`config.mk`:
```
export PLATFORM = sky130hd
export DESIGN_NAME = adjacency_matrix_graph_table_core
export DESIGN_NICKNAME = d
export VERILOG_FILES = /design/src/amgt_pkg.sv /design/src/adjacency_matrix_graph_table_core.sv /design/src/amgt_regs.sv /design/src/amgt_ctrl.sv /design/src/amgt_dp.sv
export VERILOG_INCLUDE_DIRS = /design/src /design/src/src
export SDC_FILE = /design/constraint.sdc
export NUM_CORES = 2
export LEC_CHECK = 0
export BUFFER_PORTS_ARGS = -buffer_cell sky130_fd_sc_hd__buf_2
export CORE_MARGIN = 1
export CORE_UTILIZATION = 50
export DETAILED_ROUTE_END_ITERATION = 8
export PLACE_DENSITY = 0.66
export SYNTH_ARGS = -nofsm -noshare
export SYNTH_HDL_FRONTEND = slang
export SYNTH_SLANG_ARGS = --single-unit
export TNS_END_PERCENT = 100
```
`constraint.sdc`:
```
create_clock -name clk -period 8.9 [get_ports clk]
set_input_delay 0.445 -clock clk [delete_from_list [all_inputs] [get_ports clk]]
set_output_delay 0.445 -clock clk [all_outputs]
set_load 0.02 [all_outputs]
```
`src/adjacency_matrix_graph_table_core_assert.svh`:
```
// Assertion macros shared by the graph table modules.
// Depends on nothing; included by the controller and the datapath.
`ifndef ADJACENCY_MATRIX_GRAPH_TABLE_CORE_ASSERT_SVH
`define ADJACENCY_MATRIX_GRAPH_TABLE_CORE_ASSERT_SVH

`ifndef SYNTH
`define AMGT_ASSERT_IMP(lbl, ck, rn, ante, cons, msg) \
  lbl: assert property (@(posedge ck) disable iff (!rn) (ante) |-> (cons)) \
    else $error(msg);
`define AMGT_ASSERT_NXT(lbl, ck, rn, ante, cons, msg) \
  lbl: assert property (@(posedge ck) disable iff (!rn) (ante) |=> (cons)) \
    else $error(msg);
`else
`define AMGT_ASSERT_IMP(lbl, ck, rn, ante, cons, msg)
`define AMGT_ASSERT_NXT(lbl, ck, rn, ante, cons, msg)
`endif

`endif

```
`src/amgt_pkg.sv`:
```
// Types and codes for the graph table core.
// No dependencies; imported by every module of the block.
package amgt_pkg;

  localparam logic [2:0] FN_WRITE_VERTEX = 3'd0;
  localparam logic [2:0] FN_ADD_EDGE     = 3'd1;
  localparam logic [2:0] FN_FIRST        = 3'd2;
  localparam logic [2:0] FN_NEXT         = 3'd3;
  localparam logic [2:0] FN_CLEAR_EDGES  = 3'd4;

  localparam logic [1:0] ST_OK        = 2'd0;
  localparam logic [1:0] ST_NOT_FOUND = 2'd1;
  localparam logic [1:0] ST_NO_MORE   = 2'd2;

  localparam logic REG_VERTEX_COUNT  = 1'b0;
  localparam logic REG_NO_EDGE_VALUE = 1'b1;

  typedef enum logic [2:0] {
    S_IDLE,
    S_EXEC,
    S_ENC,
    S_ROW,
    S_EWR,
    S_FIN
  } state_t;

  typedef struct packed {
    logic [5:0]  vertex_count;
    logic [15:0] no_edge_value;
  } cfg_t;

  typedef struct packed {
    logic capture;
    logic compare;
    logic encode;
    logic row_load;
    logic edge_write;
    logic vtx_write;
    logic clear;
    logic out_load;
  } cmd_t;

  typedef struct packed {
    logic [2:0] func;
    logic       found1;
    logic       found2;
    logic       out_busy;
  } sts_t;

endpackage

```
`src/adjacency_matrix_graph_table_core.sv`:
```
// Graph table core: vertex value table plus symmetric adjacency matrix.
// Steps from accept to result: compare, encode, then row read or edge write for edge add
// and neighbour queries whose vertices are found; compare and encode when a lookup misses;
// compare only otherwise. The next request is taken in the cycle the result registers,
// which waits while the previous result is still held unread at the output.
// Reset (rst_n, synchronous) clears all edges at once and loads register defaults;
// the vertex table is not cleared. Depends on amgt_pkg, amgt_regs, amgt_ctrl, amgt_dp.
module adjacency_matrix_graph_table_core
  import amgt_pkg::*;
#(
  parameter int MAX_VERTICES = 32,
  parameter int VALUE_BITS   = 16
) (
  input  logic        clk,
  input  logic        rst_n,
  input  logic        psel,
  input  logic        penable,
  input  logic        pwrite,
  input  logic [2:0]  paddr,
  input  logic [31:0] pwdata,
  output logic [31:0] prdata,
  output logic        pready,
  input  logic        in_valid,
  output logic        in_ready,
  input  logic [2:0]  in_func,
  input  logic [4:0]  in_slot,
  input  logic [15:0] in_first_value,
  input  logic [15:0] in_second_value,
  input  logic [15:0] in_edge_weight,
  output logic        out_valid,
  input  logic        out_ready,
  output logic [1:0]  out_status,
  output logic [4:0]  out_neighbour_index
);

  cfg_t cfg;
  cmd_t cmd;
  sts_t sts;

  amgt_regs u_regs (
    .clk     (clk),
    .rst_n   (rst_n),
    .psel    (psel),
    .penable (penable),
    .pwrite  (pwrite),
    .paddr   (paddr),
    .pwdata  (pwdata),
    .prdata  (prdata),
    .pready  (pready),
    .cfg_o   (cfg)
  );

  amgt_ctrl u_ctrl (
    .clk      (clk),
    .rst_n    (rst_n),
    .in_valid (in_valid),
    .in_ready (in_ready),
    .sts_i    (sts),
    .cmd_o    (cmd)
  );

  amgt_dp #(
    .MAX_VERTICES (MAX_VERTICES),
    .VALUE_BITS   (VALUE_BITS)
  ) u_dp (
    .clk                 (clk),
    .rst_n               (rst_n),
    .cfg_i               (cfg),
    .cmd_i               (cmd),
    .sts_o               (sts),
    .in_func             (in_func),
    .in_slot             (in_slot),
    .in_first_value      (in_first_value),
    .in_second_value     (in_second_value),
    .in_edge_weight      (in_edge_weight),
    .out_valid           (out_valid),
    .out_ready           (out_ready),
    .out_status          (out_status),
    .out_neighbour_index (out_neighbour_index)
  );

endmodule

```
`src/amgt_regs.sv`:
```
// APB configuration registers: vertex count and no-edge weight.
// Depends on amgt_pkg.
module amgt_regs
  import amgt_pkg::*;
(
  input  logic        clk,
  input  logic        rst_n,
  input  logic        psel,
  input  logic        penable,
  input  logic        pwrite,
  input  logic [2:0]  paddr,
  input  logic [31:0] pwdata,
  output logic [31:0] prdata,
  output logic        pready,
  output cfg_t        cfg_o
);

  logic [5:0]  vertex_count_r;
  logic [15:0] no_edge_value_r;
  logic        wr_en;

  assign pready = 1'b1;
  assign wr_en  = psel && penable && pwrite;

  always_ff @(posedge clk) begin
    if (!rst_n) begin
      vertex_count_r  <= 6'd0;
      no_edge_value_r <= 16'hFFFF;
    end else if (wr_en) begin
      case (paddr[2])
        REG_VERTEX_COUNT: begin
          vertex_count_r <= pwdata[5:0];
        end
        REG_NO_EDGE_VALUE: begin
          no_edge_value_r <= pwdata[15:0];
        end
        default: begin
        end
      endcase
    end
  end

  always_comb begin
    case (paddr[2])
      REG_VERTEX_COUNT:  prdata = {26'd0, vertex_count_r};
      REG_NO_EDGE_VALUE: prdata = {16'd0, no_edge_value_r};
      default:           prdata = '0;
    endcase
  end

  assign cfg_o.vertex_count  = vertex_count_r;
  assign cfg_o.no_edge_value = no_edge_value_r;

endmodule

```
`src/amgt_ctrl.sv`:
```
// Sequencer for the graph table: steps each request through its states.
// Depends on amgt_pkg and the assertion header.
`include "adjacency_matrix_graph_table_core_assert.svh"
module amgt_ctrl
  import amgt_pkg::*;
(
  input  logic clk,
  input  logic rst_n,
  input  logic in_valid,
  output logic in_ready,
  input  sts_t sts_i,
  output cmd_t cmd_o
);

  state_t state_r;
  state_t state_nxt;

  always_ff @(posedge clk) begin
    if (!rst_n) begin
      state_r <= S_IDLE;
    end else begin
      state_r <= state_nxt;
    end
  end

  always_comb begin
    state_nxt = state_r;
    case (state_r)
      S_IDLE: begin
        if (in_valid) state_nxt = S_EXEC;
      end
      S_EXEC: begin
        if (sts_i.func inside {FN_ADD_EDGE, FN_FIRST, FN_NEXT}) state_nxt = S_ENC;
        else state_nxt = S_FIN;
      end
      S_ENC: begin
        if (sts_i.func == FN_ADD_EDGE) begin
          state_nxt = (sts_i.found1 && sts_i.found2) ? S_EWR : S_FIN;
        end else begin
          state_nxt = sts_i.found1 ? S_ROW : S_FIN;
        end
      end
      S_ROW: state_nxt = S_FIN;
      S_EWR: state_nxt = S_FIN;
      S_FIN: begin
        if (!sts_i.out_busy) state_nxt = in_valid ? S_EXEC : S_IDLE;
      end
      default: state_nxt = S_IDLE;
    endcase
  end

  always_comb begin
    cmd_o    = '0;
    in_ready = 1'b0;
    case (state_r)
      S_IDLE: begin
        in_ready      = 1'b1;
        cmd_o.capture = in_valid;
      end
      S_EXEC: begin
        cmd_o.compare   = 1'b1;
        cmd_o.vtx_write = (sts_i.func == FN_WRITE_VERTEX);
        cmd_o.clear     = (sts_i.func == FN_CLEAR_EDGES);
      end
      S_ENC: cmd_o.encode = 1'b1;
      S_ROW: cmd_o.row_load = 1'b1;
      S_EWR: cmd_o.edge_write = 1'b1;
      S_FIN: begin
        in_ready       = !sts_i.out_busy;
        cmd_o.out_load = !sts_i.out_busy;
        cmd_o.capture  = !sts_i.out_busy && in_valid;
      end
      default: begin
      end
    endcase
  end

  `AMGT_ASSERT_IMP(a_load_free, clk, rst_n, cmd_o.out_load, !sts_i.out_busy, "result overwritten")
  `AMGT_ASSERT_NXT(a_accept_exec, clk, rst_n, in_valid && in_ready, state_r == S_EXEC, "request not started")
  `AMGT_ASSERT_IMP(a_edge_found, clk, rst_n, cmd_o.edge_write, sts_i.found1 && sts_i.found2 && (sts_i.func == FN_ADD_EDGE), "edge write without both ends")

endmodule

```
`src/amgt_dp.sv`:
```
// Datapath: vertex table, adjacency rows, match vectors and result register.
// Depends on amgt_pkg and the assertion header.
`include "adjacency_matrix_graph_table_core_assert.svh"
module amgt_dp
  import amgt_pkg::*;
#(
  parameter int MAX_VERTICES = 32,
  parameter int VALUE_BITS   = 16
) (
  input  logic        clk,
  input  logic        rst_n,
  input  cfg_t        cfg_i,
  input  cmd_t        cmd_i,
  output sts_t        sts_o,
  input  logic [2:0]  in_func,
  input  logic [4:0]  in_slot,
  input  logic [15:0] in_first_value,
  input  logic [15:0] in_second_value,
  input  logic [15:0] in_edge_weight,
  output logic        out_valid,
  input  logic        out_ready,
  output logic [1:0]  out_status,
  output logic [4:0]  out_neighbour_index
);

  localparam int IDX_W = $clog2(MAX_VERTICES);
  localparam int CNT_W = $clog2(MAX_VERTICES + 1);

  function automatic logic [IDX_W-1:0] first_set(input logic [MAX_VERTICES-1:0] v);
    logic [IDX_W-1:0] idx;
    idx = '0;
    for (int i = MAX_VERTICES - 1; i >= 0; i--) begin
      if (v[i]) idx = IDX_W'(i);
    end
    return idx;
  endfunction

  logic [2:0]              func_r;
  logic [4:0]              slot_r;
  logic [VALUE_BITS-1:0]   v1_r;
  logic [VALUE_BITS-1:0]   v2_r;
  logic [15:0]             weight_r;
  logic [VALUE_BITS-1:0]   vtx_r [MAX_VERTICES];
  logic [MAX_VERTICES-1:0] adj_r [MAX_VERTICES];
  logic [MAX_VERTICES-1:0] m1_r, m2_r, m1_nxt, m2_nxt;
  logic [MAX_VERTICES-1:0] row_r, row_nxt;
  logic [IDX_W-1:0]        x_r, y_r, nb;
  logic [CNT_W-1:0]        n_use, start;
  logic                    out_valid_r;
  logic [1:0]              out_status_r, res_status;
  logic [4:0]              out_idx_r, res_idx;
  logic                    present;

  always_comb begin
    if (int'(cfg_i.vertex_count) > MAX_VERTICES) n_use = CNT_W'(MAX_VERTICES);
    else n_use = CNT_W'(cfg_i.vertex_count);
  end

  always_ff @(posedge clk) begin
    if (cmd_i.capture) begin
      func_r   <= in_func;
      slot_r   <= in_slot;
      v1_r     <= VALUE_BITS'(in_first_value);
      v2_r     <= VALUE_BITS'(in_second_value);
      weight_r <= in_edge_weight;
    end
  end

  always_ff @(posedge clk) begin
    if (cmd_i.vtx_write && (int'(slot_r) < MAX_VERTICES)) begin
      vtx_r[IDX_W'(slot_r)] <= v1_r;
    end
  end

  always_comb begin
    for (int i = 0; i < MAX_VERTICES; i++) begin
      m1_nxt[i] = (CNT_W'(i) < n_use) && (vtx_r[i] == v1_r);
      m2_nxt[i] = (CNT_W'(i) < n_use) && (vtx_r[i] == v2_r);
    end
  end

  always_ff @(posedge clk) begin
    if (cmd_i.compare) begin
      m1_r <= m1_nxt;
      m2_r <= m2_nxt;
    end
    if (cmd_i.encode) begin
      x_r <= first_set(m1_r);
      y_r <= first_set(m2_r);
    end
    if (cmd_i.row_load) row_r <= row_nxt;
  end

  assign start = ((func_r == FN_NEXT) && (|m2_r)) ? (CNT_W'(y_r) + CNT_W'(1)) : '0;

  always_comb begin
    for (int i = 0; i < MAX_VERTICES; i++) begin
      row_nxt[i] = adj_r[x_r][i] && (CNT_W'(i) >= start) && (CNT_W'(i) < n_use);
    end
  end

  assign present = (weight_r != cfg_i.no_edge_value);

  always_ff @(posedge clk) begin
    if (!rst_n || cmd_i.clear) begin
      for (int r = 0; r < MAX_VERTICES; r++) adj_r[r] <= '0;
    end else if (cmd_i.edge_write) begin
      adj_r[x_r][y_r] <= present;
      adj_r[y_r][x_r] <= present;
    end
  end

  assign nb = first_set(row_r);

  always_comb begin
    res_status = ST_OK;
    res_idx    = 5'd0;
    case (func_r)
      FN_ADD_EDGE: begin
        if (!(|m1_r && |m2_r)) res_status = ST_NOT_FOUND;
      end
      FN_FIRST, FN_NEXT: begin
        if (!(|m1_r)) res_status = ST_NOT_FOUND;
        else if (|row_r) res_idx = 5'(nb);
        else res_status = ST_NO_MORE;
      end
      default: begin
      end
    endcase
  end

  always_ff @(posedge clk) begin
    if (!rst_n) begin
      out_valid_r <= 1'b0;
    end else if (cmd_i.out_load) begin
      out_valid_r <= 1'b1;
    end else if (out_ready) begin
      out_valid_r <= 1'b0;
    end
  end

  always_ff @(posedge clk) begin
    if (cmd_i.out_load) begin
      out_status_r <= res_status;
      out_idx_r    <= res_idx;
    end
  end

  assign sts_o.func     = func_r;
  assign sts_o.found1   = |m1_r;
  assign sts_o.found2   = |m2_r;
  assign sts_o.out_busy = out_valid_r && !out_ready;

  assign out_valid           = out_valid_r;
  assign out_status          = out_status_r;
  assign out_neighbour_index = out_idx_r;

  `AMGT_ASSERT_IMP(a_idx_zero, clk, rst_n, out_valid_r && (out_status_r != ST_OK), out_idx_r == 5'd0, "index set on failed query")
  `AMGT_ASSERT_NXT(a_out_hold, clk, rst_n, out_valid_r && !out_ready, out_valid_r && $stable(out_status_r) && $stable(out_idx_r), "result changed while waiting")
  `AMGT_ASSERT_IMP(a_status_code, clk, rst_n, out_valid_r, (out_status_r == ST_OK) || (out_status_r == ST_NOT_FOUND) || (out_status_r == ST_NO_MORE), "bad status code")

endmodule
```
# --- Yosys cells after proc, flatten, opt, wreduce, memory -nomap -nowiden ---
# Memory sizes are Yosys's and may differ from the RTL's.
# Index checks and enable logic that the tools add are counted.
totals:
  register_bits: 195
  mem_bits_rw: 1536
  input_bits: 98
  out_inout_bits: 42
  word_cells: 483
  n_memories: 2
memory_table:
  columns: ["memory", "depth", "word_bits", "read_ports", "rd_ports_with_merged_regs", "wr", "line", "rtl"]
  rows:
  - ["u_dp.adj_r", 32, 32, 1, 0, 32, "amgt_dp.sv:44", "logic [MAX_VERTICES-1:0] adj_r [MAX_VERTICES];"]
  - ["u_dp.vtx_r", 32, 16, 32, 0, 1, "amgt_dp.sv:43", "logic [VALUE_BITS-1:0] vtx_r [MAX_VERTICES];"]
op_classes:
  addsub: 1
  magnitude_cmp: 69
  eq_ne: 76
  muxes: 136
  n_bitwise: 4
  reduce_logical: 167
op_table:
  columns: ["cell", "n"]
  rows:
  - ["$eq A16 B16 Y1", 64]
  - ["$mux W5", 50]
  - ["$mux W32", 6]
  - ["$reduce_or A32 Y1", 5]
  - ["$logic_and A1 B1 Y1", 136]
  - ["$ge A5 B6 Y1 const A", 16]
  - ["$lt A5 B6 Y1 const A", 16]
  - ["$mux W4", 24]
  - ["$pmux W32 S2", 1]
  - ["$mux W3", 17]
  - ["$ge A4 B6 Y1 const A", 8]
  - ["$lt A4 B6 Y1 const A", 8]
  - ["$reduce_or A16 Y1", 2]
  - ["$ge A3 B6 Y1 const A", 4]
  - ["$lt A3 B6 Y1 const A", 4]
  - ["$mux W1", 21]
  - ["$reduce_or A19 Y1", 1]
  - ["$mux W2", 9]
  - ["$ne A16 B16 Y1", 1]
  - ["$reduce_or A8 Y1", 2]
  - ["$pmux W3 S5", 1]
  - ["$eq A3 B2 Y1 const B", 4]
  - ["$ge A1 B6 Y1 const A", 2]
  - ["$ge A2 B6 Y1 const A", 2]
  - ["other kinds (25)", 49]

# --- Logic depth before layout (Yosys ltp) ---
logic_depth:
  ltp_word: 31
  ltp_mapped: 10
  mapped_depth_nobuf: 7

# --- Cells and area by module ---
# A second synthesis with hierarchy kept.
hier_totals:
  hier_cells: 7658
  area_unflattened_um2: 89597.2
modules_own_cells:
  columns: ["module", "n_inst", "cells_each", "area_per_inst_um2", "seq_area_each_um2"]
  rows:
  - ["amgt_dp", 1, 7486, 88045.7, 51219.1]
  - ["amgt_regs", 1, 134, 1275.0, 440.4]
  - ["amgt_ctrl", 1, 38, 276.5, 60.1]

# --- Least setup slack after synthesis ---
# Ideal clock, no wire load.
synth_path:
  path_type: "reg-to-reg"
  start: "register u_ctrl.state_r[1]"
  end: "memory u_dp.adj_r[28][19] (enable)"
  arrival_ns: 7.198
  required_time_ns: 8.607
  setup_slack_ns: 1.408
  stages_incl_launch_ff: 8
  path_buffers: 4
  cell_sequence: "dfxtp_1 clkbuf_1 nor3b_1 a31oi_1 buf_2 clkbuf_1 buf_1 nand2_1"
synth_rtl:
  columns: ["element", "line", "rtl"]
  rows:
  - ["start: declaration", "amgt_ctrl.sv:15", "state_t state_r;"]
  - ["start signal: assignment", "amgt_ctrl.sv:22", "state_r <= state_nxt;"]
  - ["end: declaration", "amgt_dp.sv:44", null]

==> results_dict.tcl <==
set metrics [dict create \
    grt_pass1_vias 60970 \
    clockRootBuffer "clkbuf_16" \
    antenna_left 0 \
    ys_ff_latch 1731 \
    grt_overflow 0 \
    rsz0062_at_grt "false" \
    drt_iter0_markers 9374 \
    tns_ps 0 \
    cts_tree "yes" \
    skew_ps 30.95 \
    yosysTopAreaCellShare_pct 57.80 \
    max_stage_delay_ps 1150 \
    io_pins 140 \
    path_delay_family "simple AND/OR/NAND/NOR gates" \
    period_needed_ps 4694 \
    wl_um 290400 \
    wl_per_cell_um 28.76 \
    antenna_found_initial 9 \
    grt_use_met2_pct 49.74 \
    internal_power_mw 13.73 \
    top_usage_layer "met2" \
    regToRegSetupSlack_ps 4210 \
    use_met3_pct 7.076 \
    port_buffers 104 \
    comb_power_share_pct 9.0 \
    end_kind "register" \
    dieHeight_um 422.9 \
    grt_use_met1_pct 41.48 \
    dieArea_um2 178900 \
    hold_viol 0 \
    ys_seq_area_share_pct 58.39 \
    async_flop_share_pct 0 \
    worstMarginPinSlew_ps 1393 \
    leakage_nw 36.32 \
    switching_share_pct 24.89 \
    vias 64350 \
    synth_warnings 0 \
    clockBufferDepth 3 \
    netlist_area_um2 88580 \
    routed_via_density 6.373 \
    crit_chain "nor4b_2 > nand2_1 > nor2_2 > buf_4 > a22oi_1 > nand2_1" \
    ys.flop_type "edfxtp_1" \
    power_density_nw_per_um2 187.4 \
    synth_area_leaders "edfxtp_1 58%, xor2_1 7.7%, nor2_1 5.4%" \
    crit_required_ps 9460 \
    worst-setup-path-type "register to register" \
    synthDistinctLibCells 74 \
    synth_edf_count 1705 \
    power_frac_seq_pct 51.5 \
    grt_usage_pct 31.92 \
    synth_area_leader_cell "edfxtp_1" \
    die_w_um 422.9 \
    htreeDepth 4 \
    syn_avg_cell_area_um2 11.50 \
    post-place-ws_ps 3842 \
    cts.sinks 1731 \
    first_pass_iters 7 \
    switchingPower_mw 4.551 \
    cp_slowest_cell "nor2_2" \
    area_growth_syn_to_layout_pct 10.09 \
    drive_above_1_share_pct 11.14 \
    critPathMaxFanout 18 \
    drcViolationCount 0 \
    timing.fmax_mhz 213.0 \
    final_common_cell "edfxtp_1" \
    gp_congestion 1.005 \
    fin_nets 7701 \
    cp_num_buf_inv 1 \
    finalCritPeriodShare_pct 52.74 \
    grt_start_max_net_pins 219 \
    synth_cells 7703 \
    clk_latency_ps 850 \
    rows 154 \
    slew_headroom_pct 7.018 \
    dp_hpwl_um 182500 \
    setup_viol 0 \
    crit_top_cell "nand2_1" \
    cts_made_buffers 182 \
    clkPwrFrac_pct 39.5 \
    drv_cap 0 \
    start_util_pct 50.30 \
    crit_arrival_ps 5260 \
    hold_path_class "input port to register" \
    peakVddDrop_mv 0.2196 \
    final_cell_mix "1705 x edfxtp_1, 1205 x nor2_1, 1175 x nand2_1" \
    fin_ws_ps 4206 \
    finalMaxSlewViolations 0 \
    grt_pass1_wl_um 416900 \
    start_kind "register" \
    status "finished clean" \
    clkSlewWorstSetupHoldPaths_ps 60 \
    coreArea_um2 176100 \
]
power groups by stage:
stage	clock network, mW	logic [mW]	registers, mW
after floorplan	0	1.01	9.53
after global placement	0	1.56	9.56
after detailed placement	0	1.58	9.58
after CTS	7.27	1.62	9.41
after global routing	7.55	1.73	9.43
final	7.22	1.64	9.41
path summary, 6_finish.rpt:
check | from | endpoint | depth (start not counted)
worst max-delay path | u_ctrl.state_r[2]$_SDFFE_PN0P_ | u_dp.adj_r[25][9]$_DFFE_PP_ | 6
worst min-delay path | rst_n | u_ctrl.state_r[0]$_SDFFE_PN0P_ | 3
worst max register to register | u_ctrl.state_r[2]$_SDFFE_PN0P_ | u_dp.adj_r[25][9]$_DFFE_PP_ | 6
worst min register to register | u_dp.out_valid$_SDFFE_PN0P_ | u_dp.out_valid$_SDFFE_PN0P_ | 2
per-stage QoR:
stage / total power [mW] / util, % / cells / area, um2 / hold WS (ps)
detailed placement: 11.16 / 51.70 / 9661 / 91060 / 492.8
global route: 18.71 / 55.37 / 10090 / 97520 / 111.8
global placement: 11.12 / 51.70 / 9661 / 91060 / 479.5
CTS: 18.29 / 55.35 / 10090 / 97480 / 64.15
finish: 18.28 / 55.38 / 10100 / 97530 / 129.5
floorplan: 10.54 / - / 7718 / 88640 / 468.4
worst register-to-register path: cells and delay by family, from the launching register on:
family          cells  cell delay (ps)
buf+inv             1              470
flops               1              560
simple gates        4             3130
compound gates      1              270
sequential cells by signal, summed over array words and instances (netlist names), 16 cells and up:
signal                  flops
u_dp.v1_r                  16
u_dp.adj_r               1024
u_dp.row_r                 32
u_dp.vtx_r                512
u_dp.v2_r                  16
u_dp.m1_r                  32
u_dp.weight_r              16
u_regs.no_edge_value_r     16
u_dp.m2_r                  32
cells by family (layout without fill, tap and decap cells):
kind of cell / after synthesis / after routing / synth area share (%)
other cells: 2 / 21 / 0.008478
simple gates: 3045 / 3045 / 14.51
mux: 342 / 342 / 6.537
compound gates: 819 / 819 / 6.670
buf+inv: 717 / 752 / 3.525
xor+xnor: 1043 / 1043 / 10.31
flops: 1731 / 1731 / 58.39
fa+ha+maj: 4 / 4 / 0.05650
area by class of cell:
class | count | area (um2)
Antenna cell | 4 | 10.01
Clock buffer | 240 | 4855
Clock inverter | 98 | 665.6
Fill cell | 14640 | 78590
Inverter | 29 | 108.9
Multi-Input combinational cell | 5270 | 34170
Sequential cell | 1731 | 51720
Tap cell | 2340 | 2928
Timing Repair Buffer | 385 | 3074
synth_stat cells (4+ instances only):
cell type     n
a2111oi_0     6
a211oi_1     18
a21oi_1      77
a221oi_1     15
a22oi_1     524
a31oi_1      14
and2_1       18
and3_1        5
buf_1       128
buf_2       201
buf_4        40
buf_6         4
clkbuf_1    315
dfxtp_1      26
edfxtp_1   1705
ha_1          4
inv_1        29
mux2_2       42
mux2i_1     115
mux4_2      185
nand2_1    1175
nand2b_1     26
nand3_1      58
nand4_1     113
nor2_1     1274
nor2b_1      20
nor3_1       70
nor3b_1       5
nor4_1      238
o211ai_1      6
o21a_1        6
o21ai_0      41
o221ai_1      8
o22a_1       11
o22ai_1      48
o31ai_1       7
or2_2        14
or3_1        11
xnor2_1     265
xor2_1      778
routing by layer:
layer	routed length [um]	vias up
met1	106400	31900
li1	-	27400
met5	41	-
met4	18450	8
met3	32810	864
met2	132700	4180
repair_timing:
item / 4_1_cts / 5_1_grt
gates resized for setup: 0 / 0
hold buffers: 90 / 0
endpoints found under the setup margin: 0 / 0
buffers inserted: 0 / 0
hold endpoints to repair: 80 / 0
(Power assumes the default switching activity.)
